**config.mk**
```make
export PLATFORM = sky130hd
export DESIGN_NAME = json_escape_utf8_validate_core_flat
export DESIGN_NICKNAME = d
export VERILOG_FILES = /design/src/jeu_pkg.sv /design/src/jeu_if.sv /design/src/jeu_plan.sv /design/src/jeu_emit.sv /design/src/json_escape_utf8_validate_core.sv /design/src/flat_wrapper.sv
export SDC_FILE = /design/constraint.sdc
export NUM_CORES = 1
export LEC_CHECK = 0
export BUFFER_PORTS_ARGS = -buffer_cell sky130_fd_sc_hd__buf_2
export CORE_ASPECT_RATIO = 2
export CORE_MARGIN = 2
export CORE_UTILIZATION = 40
export DETAILED_ROUTE_END_ITERATION = 12
export SLEW_MARGIN = 20
export SYNTH_ARGS = -nofsm -noshare
export SYNTH_HDL_FRONTEND = slang
export SYNTH_HIERARCHICAL = 1
export SYNTH_SLANG_ARGS = --single-unit
```
**constraint.sdc**
```tcl
create_clock -name clk -period 7.1 [get_ports clk]
set_input_delay 1.065 -clock clk [delete_from_list [all_inputs] [get_ports clk]]
set_output_delay 1.065 -clock clk [all_outputs]
set_load 0.01 [all_outputs]
```
**src/jeu_pkg.sv**
```systemverilog
`default_nettype none

package jeu_pkg;

  localparam int HELD_DEPTH = 3;
  localparam int MAX_UNITS  = 4;

  localparam logic [7:0] CTRL_LIMIT = 8'h20;
  localparam logic [7:0] CH_BSLASH  = 8'h5C;
  localparam logic [7:0] CH_QUOTE   = 8'h22;
  localparam logic [7:0] CH_U       = 8'h75;
  localparam logic [7:0] CH_ZERO    = 8'h30;
  localparam logic [7:0] CH_UPPER_A = 8'h41;

  localparam logic [1:0] TAG_CONT   = 2'b10;
  localparam logic [2:0] TAG_LEAD2  = 3'b110;
  localparam logic [3:0] TAG_LEAD3  = 4'b1110;
  localparam logic [4:0] TAG_LEAD4  = 5'b11110;

  // character positions inside one escape sequence
  localparam logic [2:0] POS_BSLASH = 3'd0;
  localparam logic [2:0] POS_U      = 3'd1;
  localparam logic [2:0] POS_ZERO0  = 3'd2;
  localparam logic [2:0] POS_ZERO1  = 3'd3;
  localparam logic [2:0] POS_HI     = 3'd4;
  localparam logic [2:0] POS_LO     = 3'd5;

  typedef logic [7:0] byte_t;

  // one output unit: a byte sent as is, or a byte sent as a six-char escape
  typedef struct packed {
    logic  esc;
    byte_t value;
  } unit_t;

  typedef struct packed {
    unit_t [MAX_UNITS-1:0] units;
    logic  [2:0]           count;
    logic                  last;
  } plan_t;

  typedef enum logic {
    ST_IDLE,
    ST_EMIT
  } state_t;

  function automatic byte_t hex_digit(input logic [3:0] d);
    byte_t r;
    if (d < 4'd10) begin
      r = CH_ZERO + {4'd0, d};
    end else begin
      r = CH_UPPER_A + {4'd0, d - 4'd10};
    end
    return r;
  endfunction

endpackage

`default_nettype wire

```
**src/jeu_if.sv**
```systemverilog
`default_nettype none

interface jeu_in_if;
  logic       valid;
  logic       ready;
  logic [7:0] in_byte;
  logic       in_last;

  modport source (output valid, output in_byte, output in_last, input ready);
  modport sink (input valid, input in_byte, input in_last, output ready);
endinterface

interface jeu_out_if;
  logic       valid;
  logic       ready;
  logic [7:0] out_byte;
  logic       run_last;
  logic       string_end;

  modport source (output valid, output out_byte, output run_last, output string_end,
                  input ready);
  modport sink (input valid, input out_byte, input run_last, input string_end,
                output ready);
endinterface

`default_nettype wire

```
**src/jeu_plan.sv**
```systemverilog
`default_nettype none

module jeu_plan (
  input  logic            clk,
  input  logic            rst,
  input  logic            take,
  input  jeu_pkg::byte_t  in_byte,
  input  logic            in_last,
  output jeu_pkg::plan_t  plan
);
  import jeu_pkg::*;

  byte_t      held [HELD_DEPTH];
  logic [1:0] held_count;
  logic [1:0] need;

  byte_t      held_next [HELD_DEPTH];
  logic [1:0] held_count_next;
  logic [1:0] need_next;

  function automatic plan_t put(input plan_t p, input logic esc, input byte_t v);
    plan_t r;
    r = p;
    r.units[p.count[1:0]].esc   = esc;
    r.units[p.count[1:0]].value = v;
    r.count = p.count + 3'd1;
    return r;
  endfunction

  always_comb begin
    plan_t      p;
    logic       fresh;
    logic [1:0] lead_need;
    logic       esc_now;
    logic       raw_now;
    p               = '0;
    p.last          = in_last;
    fresh           = 1'b0;
    lead_need       = 2'd0;
    esc_now         = 1'b0;
    raw_now         = 1'b0;
    held_next       = held;
    held_count_next = held_count;
    need_next       = need;

    if (held_count != 2'd0) begin
      if (in_byte[7:6] == TAG_CONT) begin
        if (need <= 2'd1) begin
          for (int i = 0; i < HELD_DEPTH; i++) begin
            if (2'(i) < held_count) p = put(p, 1'b0, held[i]);
          end
          p = put(p, 1'b0, in_byte);
          held_count_next = 2'd0;
          need_next       = 2'd0;
        end else if (held_count < 2'(HELD_DEPTH)) begin
          held_next[held_count] = in_byte;
          held_count_next       = held_count + 2'd1;
          need_next             = need - 2'd1;
        end else begin
          for (int i = 0; i < HELD_DEPTH; i++) begin
            if (2'(i) < held_count) p = put(p, 1'b1, held[i]);
          end
          p = put(p, 1'b1, in_byte);
          held_count_next = 2'd0;
          need_next       = 2'd0;
        end
      end else begin
        // broken sequence
        for (int i = 0; i < HELD_DEPTH; i++) begin
          if (2'(i) < held_count) p = put(p, 1'b1, held[i]);
        end
        held_count_next = 2'd0;
        need_next       = 2'd0;
        fresh           = 1'b1;
      end
    end else begin
      fresh = 1'b1;
    end

    if (fresh) begin
      priority if (in_byte < CTRL_LIMIT || in_byte == CH_BSLASH || in_byte == CH_QUOTE) begin
        esc_now = 1'b1;
      end else if (!in_byte[7]) begin
        raw_now = 1'b1;
      end else if (in_byte[7:6] == TAG_CONT) begin
        esc_now = 1'b1;
      end else if (in_byte[7:5] == TAG_LEAD2) begin
        lead_need = 2'd1;
      end else if (in_byte[7:4] == TAG_LEAD3) begin
        lead_need = 2'd2;
      end else if (in_byte[7:3] == TAG_LEAD4) begin
        lead_need = 2'd3;
      end else begin
        esc_now = 1'b1;
      end
      if (esc_now || raw_now) begin
        p = put(p, esc_now, in_byte);
      end else begin
        held_next[0]    = in_byte;
        held_count_next = 2'd1;
        need_next       = lead_need;
      end
    end

    // string ends while holding
    if (in_last && held_count_next != 2'd0) begin
      for (int i = 0; i < HELD_DEPTH; i++) begin
        if (2'(i) < held_count_next) p = put(p, 1'b1, held_next[i]);
      end
      held_count_next = 2'd0;
      need_next       = 2'd0;
    end

    plan = p;
  end

  always_ff @(posedge clk) begin
    if (take) begin
      held <= held_next;
    end
  end

  always_ff @(posedge clk) begin
    if (rst) begin
      held_count <= 2'd0;
      need       <= 2'd0;
    end else if (take) begin
      held_count <= held_count_next;
      need       <= need_next;
    end
  end

endmodule

`default_nettype wire

```
**src/jeu_emit.sv**
```systemverilog
`default_nettype none

module jeu_emit (
  input  logic            clk,
  input  logic            rst,
  input  logic            take,
  input  jeu_pkg::plan_t  plan,
  output logic            busy,
  jeu_out_if.source       escaped
);
  import jeu_pkg::*;

  state_t                state;
  state_t                state_next;
  unit_t [MAX_UNITS-1:0] units;
  logic  [2:0]           count;
  logic                  str_last;
  logic  [1:0]           uidx;
  logic  [2:0]           cidx;

  unit_t cur;
  logic  unit_done;
  logic  final_unit;
  logic  final_char;
  byte_t ch;

  always_comb begin
    cur        = units[uidx];
    unit_done  = !cur.esc || (cidx == POS_LO);
    final_unit = ({1'b0, uidx} + 3'd1) == count;
    final_char = unit_done && final_unit;
    ch         = cur.value;
    if (cur.esc) begin
      unique case (cidx)
        POS_BSLASH: ch = CH_BSLASH;
        POS_U:      ch = CH_U;
        POS_ZERO0:  ch = CH_ZERO;
        POS_ZERO1:  ch = CH_ZERO;
        POS_HI:     ch = hex_digit(cur.value[7:4]);
        POS_LO:     ch = hex_digit(cur.value[3:0]);
        default:    ch = CH_ZERO;
      endcase
    end
  end

  always_ff @(posedge clk) begin
    if (rst) begin
      state <= ST_IDLE;
    end else begin
      state <= state_next;
    end
  end

  always_comb begin
    state_next          = state;
    busy                = 1'b0;
    escaped.valid       = 1'b0;
    escaped.out_byte    = ch;
    escaped.run_last    = final_char;
    escaped.string_end  = final_char && str_last;
    unique case (state)
      ST_IDLE: begin
        if (take && plan.count != 3'd0) state_next = ST_EMIT;
      end
      ST_EMIT: begin
        busy          = 1'b1;
        escaped.valid = 1'b1;
        if (escaped.ready && final_char) state_next = ST_IDLE;
      end
      default: state_next = ST_IDLE;
    endcase
  end

  always_ff @(posedge clk) begin
    if (take) begin
      units    <= plan.units;
      count    <= plan.count;
      str_last <= plan.last;
      uidx     <= 2'd0;
      cidx     <= 3'd0;
    end else if (state == ST_EMIT && escaped.ready) begin
      if (unit_done) begin
        uidx <= uidx + 2'd1;
        cidx <= 3'd0;
      end else begin
        cidx <= cidx + 3'd1;
      end
    end
  end

endmodule

`default_nettype wire

```
**src/json_escape_utf8_validate_core.sv**
```systemverilog
// json string escaper with utf-8 validation
//
// raw: one input byte per transfer, in_last flags the final byte of a string.
// escaped: output bytes, run_last flags the last byte caused by an input byte,
// string_end flags the final output byte of the whole string.
//
// an input byte is taken when raw.valid and raw.ready are both high; its results
// then leave one byte per cycle while escaped.ready is high, from a registered
// plan of up to four units (plain or six-char escape), 0 to 24 output bytes per
// input byte. raw.ready is low while a plan is being sent; a byte that only
// extends a held utf-8 sequence sends nothing and leaves raw.ready high.
//
// a stall on escaped holds the current byte and its flags; nothing is lost.
// reset clears the held-sequence count and the sequencer; held bytes need no
// clearing. no results are pending after reset.
`default_nettype none

module json_escape_utf8_validate_core (
  input logic       clk,
  input logic       rst,
  jeu_in_if.sink    raw,
  jeu_out_if.source escaped
);
  import jeu_pkg::*;

  logic  busy;
  logic  take;
  plan_t plan;

  assign raw.ready = !busy;
  assign take      = raw.valid && raw.ready;

  jeu_plan u_plan (
    .clk     (clk),
    .rst     (rst),
    .take    (take),
    .in_byte (raw.in_byte),
    .in_last (raw.in_last),
    .plan    (plan)
  );

  jeu_emit u_emit (
    .clk     (clk),
    .rst     (rst),
    .take    (take),
    .plan    (plan),
    .busy    (busy),
    .escaped (escaped)
  );

  a_no_take_while_sending: assert property (@(posedge clk) disable iff (rst)
    escaped.valid |-> !raw.ready)
    else $error("input taken while results pending");

  a_run_continues: assert property (@(posedge clk) disable iff (rst)
    escaped.valid && escaped.ready && !escaped.run_last |=> escaped.valid)
    else $error("run ended without run_last");

  a_end_closes_run: assert property (@(posedge clk) disable iff (rst)
    escaped.valid && escaped.string_end |-> escaped.run_last)
    else $error("string_end outside run end");

  a_empty_plan_idle: assert property (@(posedge clk) disable iff (rst)
    take && plan.count == 3'd0 |=> !escaped.valid)
    else $error("output from empty plan");

endmodule

`default_nettype wire

```
**src/flat_wrapper.sv**
```systemverilog
// flat-port wrapper written by rule: the top's interface ports become plain ports
module json_escape_utf8_validate_core_flat import jeu_pkg::*;
  (clk, rst, raw_valid, raw_in_byte, raw_in_last, raw_ready, escaped_valid, escaped_out_byte, escaped_run_last, escaped_string_end, escaped_ready);
  jeu_in_if raw_i ();
  jeu_out_if escaped_i ();
  input logic clk;
  input logic rst;
  input wire logic [$bits(raw_i.valid)-1:0] raw_valid;
  input wire logic [$bits(raw_i.in_byte)-1:0] raw_in_byte;
  input wire logic [$bits(raw_i.in_last)-1:0] raw_in_last;
  output wire logic [$bits(raw_i.ready)-1:0] raw_ready;
  output wire logic [$bits(escaped_i.valid)-1:0] escaped_valid;
  output wire logic [$bits(escaped_i.out_byte)-1:0] escaped_out_byte;
  output wire logic [$bits(escaped_i.run_last)-1:0] escaped_run_last;
  output wire logic [$bits(escaped_i.string_end)-1:0] escaped_string_end;
  input wire logic [$bits(escaped_i.ready)-1:0] escaped_ready;
  assign raw_i.valid = raw_valid;
  assign raw_i.in_byte = raw_in_byte;
  assign raw_i.in_last = raw_in_last;
  assign raw_ready = raw_i.ready;
  assign escaped_valid = escaped_i.valid;
  assign escaped_out_byte = escaped_i.out_byte;
  assign escaped_run_last = escaped_i.run_last;
  assign escaped_string_end = escaped_i.string_end;
  assign escaped_i.ready = escaped_ready;
  json_escape_utf8_validate_core u_core (.clk(clk), .rst(rst), .raw(raw_i), .escaped(escaped_i));
endmodule
```
==> impl_summary.log <==
INFO  metric p_switching = roughly 400 µW
INFO  metric setup_violations = 0
INFO  metric comb_power_share = between 20% and 30%
INFO  metric cp_slowest_cell = o311ai_2
INFO  metric antennaDiodeCount = 0
INFO  metric grt_pass1_vias = about 5800
INFO  metric pin_count_of_the_biggest_net_entering_global_routing = ~80
INFO  metric most-common-layout-cells = 64 x edfxtp_1, 56 x nand2_1, 39 x inv_1, 39 x a21oi_1, 39 x a22oi_1
INFO  metric finalWirelength = ~24000 µm
INFO  metric grt_antenna_before_repair = 0
INFO  metric cts.repair.resized = 0
INFO  metric drcViolationCount = 0
INFO  metric wl_per_cell = 28.2 µm
INFO  metric post_cts.repair.setup_buffers = 0
INFO  metric syn_to_final_growth = 9.13%
INFO  metric synth_edf_count = 64
INFO  metric fp.dieArea = roughly 17000 µm²
INFO  metric max_cap_viol_count = 0
INFO  metric ir_worst_vdd = ~120 µV
INFO  metric power.clock.fraction = around two fifths
INFO  metric share_seq_of_total_power = around two fifths
INFO  metric synth_async_sr_flop_share = 0%
INFO  metric max_freq = between 200 and 250 MHz
INFO  metric holdCritPathClass = flop to flop
INFO  metric drive_above_1_share = 13.5%
INFO  metric crit_required = approximately 7.1 ns
INFO  metric detail_route.first_pass.iterations = 5
INFO  metric least_margin_pin_slew = 1.17 ns
INFO  metric fin_util = between 40% and 50%
INFO  metric final_nets = roughly 700
INFO  metric report.final.slew_viol_count = 0
INFO  metric run_status = complete, no violations
INFO  metric finalHoldViolCount = 0
INFO  metric floorplan.initialDensity = just over 40%
INFO  metric final-seq-area = approximately 2100 µm²
INFO  metric fp.dieW = between 90 and 100 µm
INFO  metric global_route.overflow_total = 0
INFO  metric final_common_cell = edfxtp_1
INFO  metric power_per_cell_area = 199 nW/µm²
INFO  metric synth-seq-cells = 74
INFO  metric fin_tns_setup = 0 ns
INFO  metric synth-seq-area-share = roughly 34%
INFO  metric multi_input_gate_area = about 3700 µm²
INFO  metric syn-cell-area = 6250 µm²
INFO  metric rows = between 60 and 70
INFO  metric clk_latency = approximately 0.35 ns
INFO  metric worst_slew_margin_rel = between 20% and 30%
INFO  metric worst_setup_path_start_kind = flop
INFO  metric first_pass_grt_wire_length = between 30000 and 40000 µm
INFO  metric dp.final_hpwl = about 18000 µm
INFO  metric gpl.final_weighted_congestion = 0.939
INFO  metric drt_iter0_markers = approximately 510
INFO  metric clkSinkCount = 74
INFO  metric layout.filler_cells = about 1500
INFO  metric yosys.cell_types.count = 91
INFO  metric clkTransAtPathRegs = ~0.070 ns
INFO  metric endpoint_kind = flop
INFO  metric netlist_instances = approximately 660
INFO  metric intPower = around 950 µW
INFO  metric io_pins = 25
INFO  metric cpLargestDelayFamily = compound AO/OA/AOI/OAI gates
INFO  metric cts_made_buffers = 9
INFO  metric crit_path_max_fanout = 24
INFO  metric grt_use_total = 29.4%
INFO  metric power.share.switching = approximately 30%
INFO  metric sum_of_buffers_and_inverters_on_the_critical_path = 6
INFO  metric place.port_buffers = 24
INFO  metric synthFlopType = edfxtp_1
INFO  metric start_to_end_type_of_the_worst_setup_path = flop to flop
INFO  metric clock_tree_from_tritoncts = done
INFO  metric cts.htree.levels = 3
INFO  metric cp.arrival = between 4 and 5 ns
INFO  metric synth_nets = roughly 700
INFO  metric ctsHoldBuffers = 0
INFO  metric via_count = roughly 5900
INFO  metric period_needed = about 4.9 ns
INFO  metric vias_per_cell = slightly below 7
INFO  metric crit_path_max_incr_delay = 0.79 ns
INFO  metric most_numerous_cell_on_the_critical_path = inv_1
INFO  metric die_height = 181 µm
INFO  metric rsz0062_at_grt = no
INFO  metric fin_skew = slightly below 0.01 ns
INFO  metric core = around 15000 µm²
INFO  metric finalCritPeriodShare = 69.6%
INFO  metric power_leakage = 0.00250 µW
INFO  metric clockBufferDepth = 2
INFO  metric path_cells = ha_1, nor3b_1, a21o_1, buf_4, nor2_1, inv_1, ha_1, inv_1, a31o_2, o31ai_2, buf_4, inv_1, ha_1, inv_1, nor2_1, o311ai_2, o311ai_0
INFO  metric drt.antenna.violating_nets = 0
INFO  metric mean_cell_area_of_the_mapped_netlist = between 9 and 10 µm²
INFO  metric synth_warnings = 6
INFO  metric cts.root.buffer_cell = clkbuf_16
[power groups by stage]
stage | Combinational [µW] | Clock (µW) | Sequential [µW]
final | 282 | 531 | 542
after global routing | 300 | 557 | 545
after CTS | 276 | 541 | 541
after detailed placement | 275 | 0 | 550
after global placement | 270 | 0 | 549
after floorplan | 194 | 0 | 537
[cells by family (layout without fill, tap and decap cells)]
| logic type | Yosys count | in the layout | synth area share [%] |
|---|---|---|---|
| AO/OA/AOI/OAI | 234 | 234 | 28.6 |
| buffers and inverters | 88 | 94 | 6.27 |
| adder cells (fa/ha/maj) | 27 | 27 | 5.41 |
| flip-flops | 74 | 74 | 34.0 |
| AND/OR/NAND/NOR | 187 | 187 | 15.6 |
| multiplexers | 43 | 43 | 8.75 |
| XOR/XNOR | 10 | 10 | 1.40 |
[tightest hold or removal path, stage by stage (launching register included)]
cell and delay, ns:
dfxtp_1 0.32, nand2_1 0.07, a21oi_1 0.05
[cell type report]
type                    instances  share of cell area [%]
multi-input cells             501                    54.9
flip-flops and latches         74                    31.1
well taps                     198                    3.63
clock buffers                  11                    3.41
repair buffers                 37                    3.19
inverters                      41                    2.26
clock inverters                 5                    1.50
[synth_stat cells, types with 5 or more instances]
master     count  share of area [%]
xor2_1         5               0.70
and2_1         5               0.50
clkbuf_1      23                1.4
o22ai_1       26                2.6
a22oi_1       39                4.7
a21oi_1       39                3.1
nand4_1        7               0.70
o21ai_0       12               0.96
a31oi_1        9               0.90
ha_1          27                5.4
buf_1          5               0.30
a211oi_1       6               0.72
buf_2         10               0.80
edfxtp_1      64                 31
o21ai_1        5               0.40
nand3_1       20                1.6
mux4_2         9                3.2
nor2b_1        6               0.60
inv_1         39                2.3
o32a_1         5               0.80
mux2i_1       31                5.0
a21o_1         7               0.84
xnor2_1        5               0.70
nand2_1       56                3.4
buf_4          5               0.60
nand2b_1      14                1.4
nor3_1        12               0.96
o2111ai_1     16                2.2
o221ai_1       9                1.3
nor2_1        37                2.2
dfxtp_1       10                3.2
[path summary, 6_finish.rpt]
check | from | to | slack, ns | depth (start not counted)
worst max register to register | u_core/u_plan/held_count[0]$_SDFFE_PP0P_ | u_core/u_emit/units[17]$_DFFE_PP_ | 2.16 | 17
worst min register to register | u_core/u_emit/cidx[1]$_SDFFE_PP0P_ | u_core/u_emit/cidx[1]$_SDFFE_PP0P_ | 0.49 | 2
worst min-delay path | u_core/u_emit/cidx[1]$_SDFFE_PP0P_ | u_core/u_emit/cidx[1]$_SDFFE_PP0P_ | 0.49 | 2
worst max-delay path | u_core/u_plan/held_count[0]$_SDFFE_PP0P_ | u_core/u_emit/units[17]$_DFFE_PP_ | 2.16 | 17
[state kept, by name, indices dropped and copies added, names as in the netlist]
| register | count |
|---|---|
| u_core/u_emit/cidx | 3 |
| u_core/u_emit/units | 36 |
| u_core/u_plan/held | 24 |
| u_core/u_emit/count | 3 |
| u_core/u_plan/held_count | 2 |
| u_core/u_emit/str_last | 1 |
| u_core/u_plan/need | 2 |
| u_core/u_emit/state | 1 |
| u_core/u_emit/uidx | 2 |
[through the flow]
step	cells	hold WS (ns)	instance area [µm²]	worst slack (ns)	power, µW
final	867	0.492	6820	2.16	1350
after global routing	867	0.541	6820	1.87	1400
after CTS	867	0.497	6820	2.27	1360
after detailed placement	851	0.488	6480	2.06	825
after global placement	851	0.466	6480	2.16	819
after floorplan	663	0.449	6250	2.10	731
[per-layer routing]
layer	share of wire, %	track usage (%)
met5	0	0
met4	7.8	20.5
met3	5.6	4.75
met2	52	52.3
met1	35	30.9
Power figures use the tool's default switching activity.
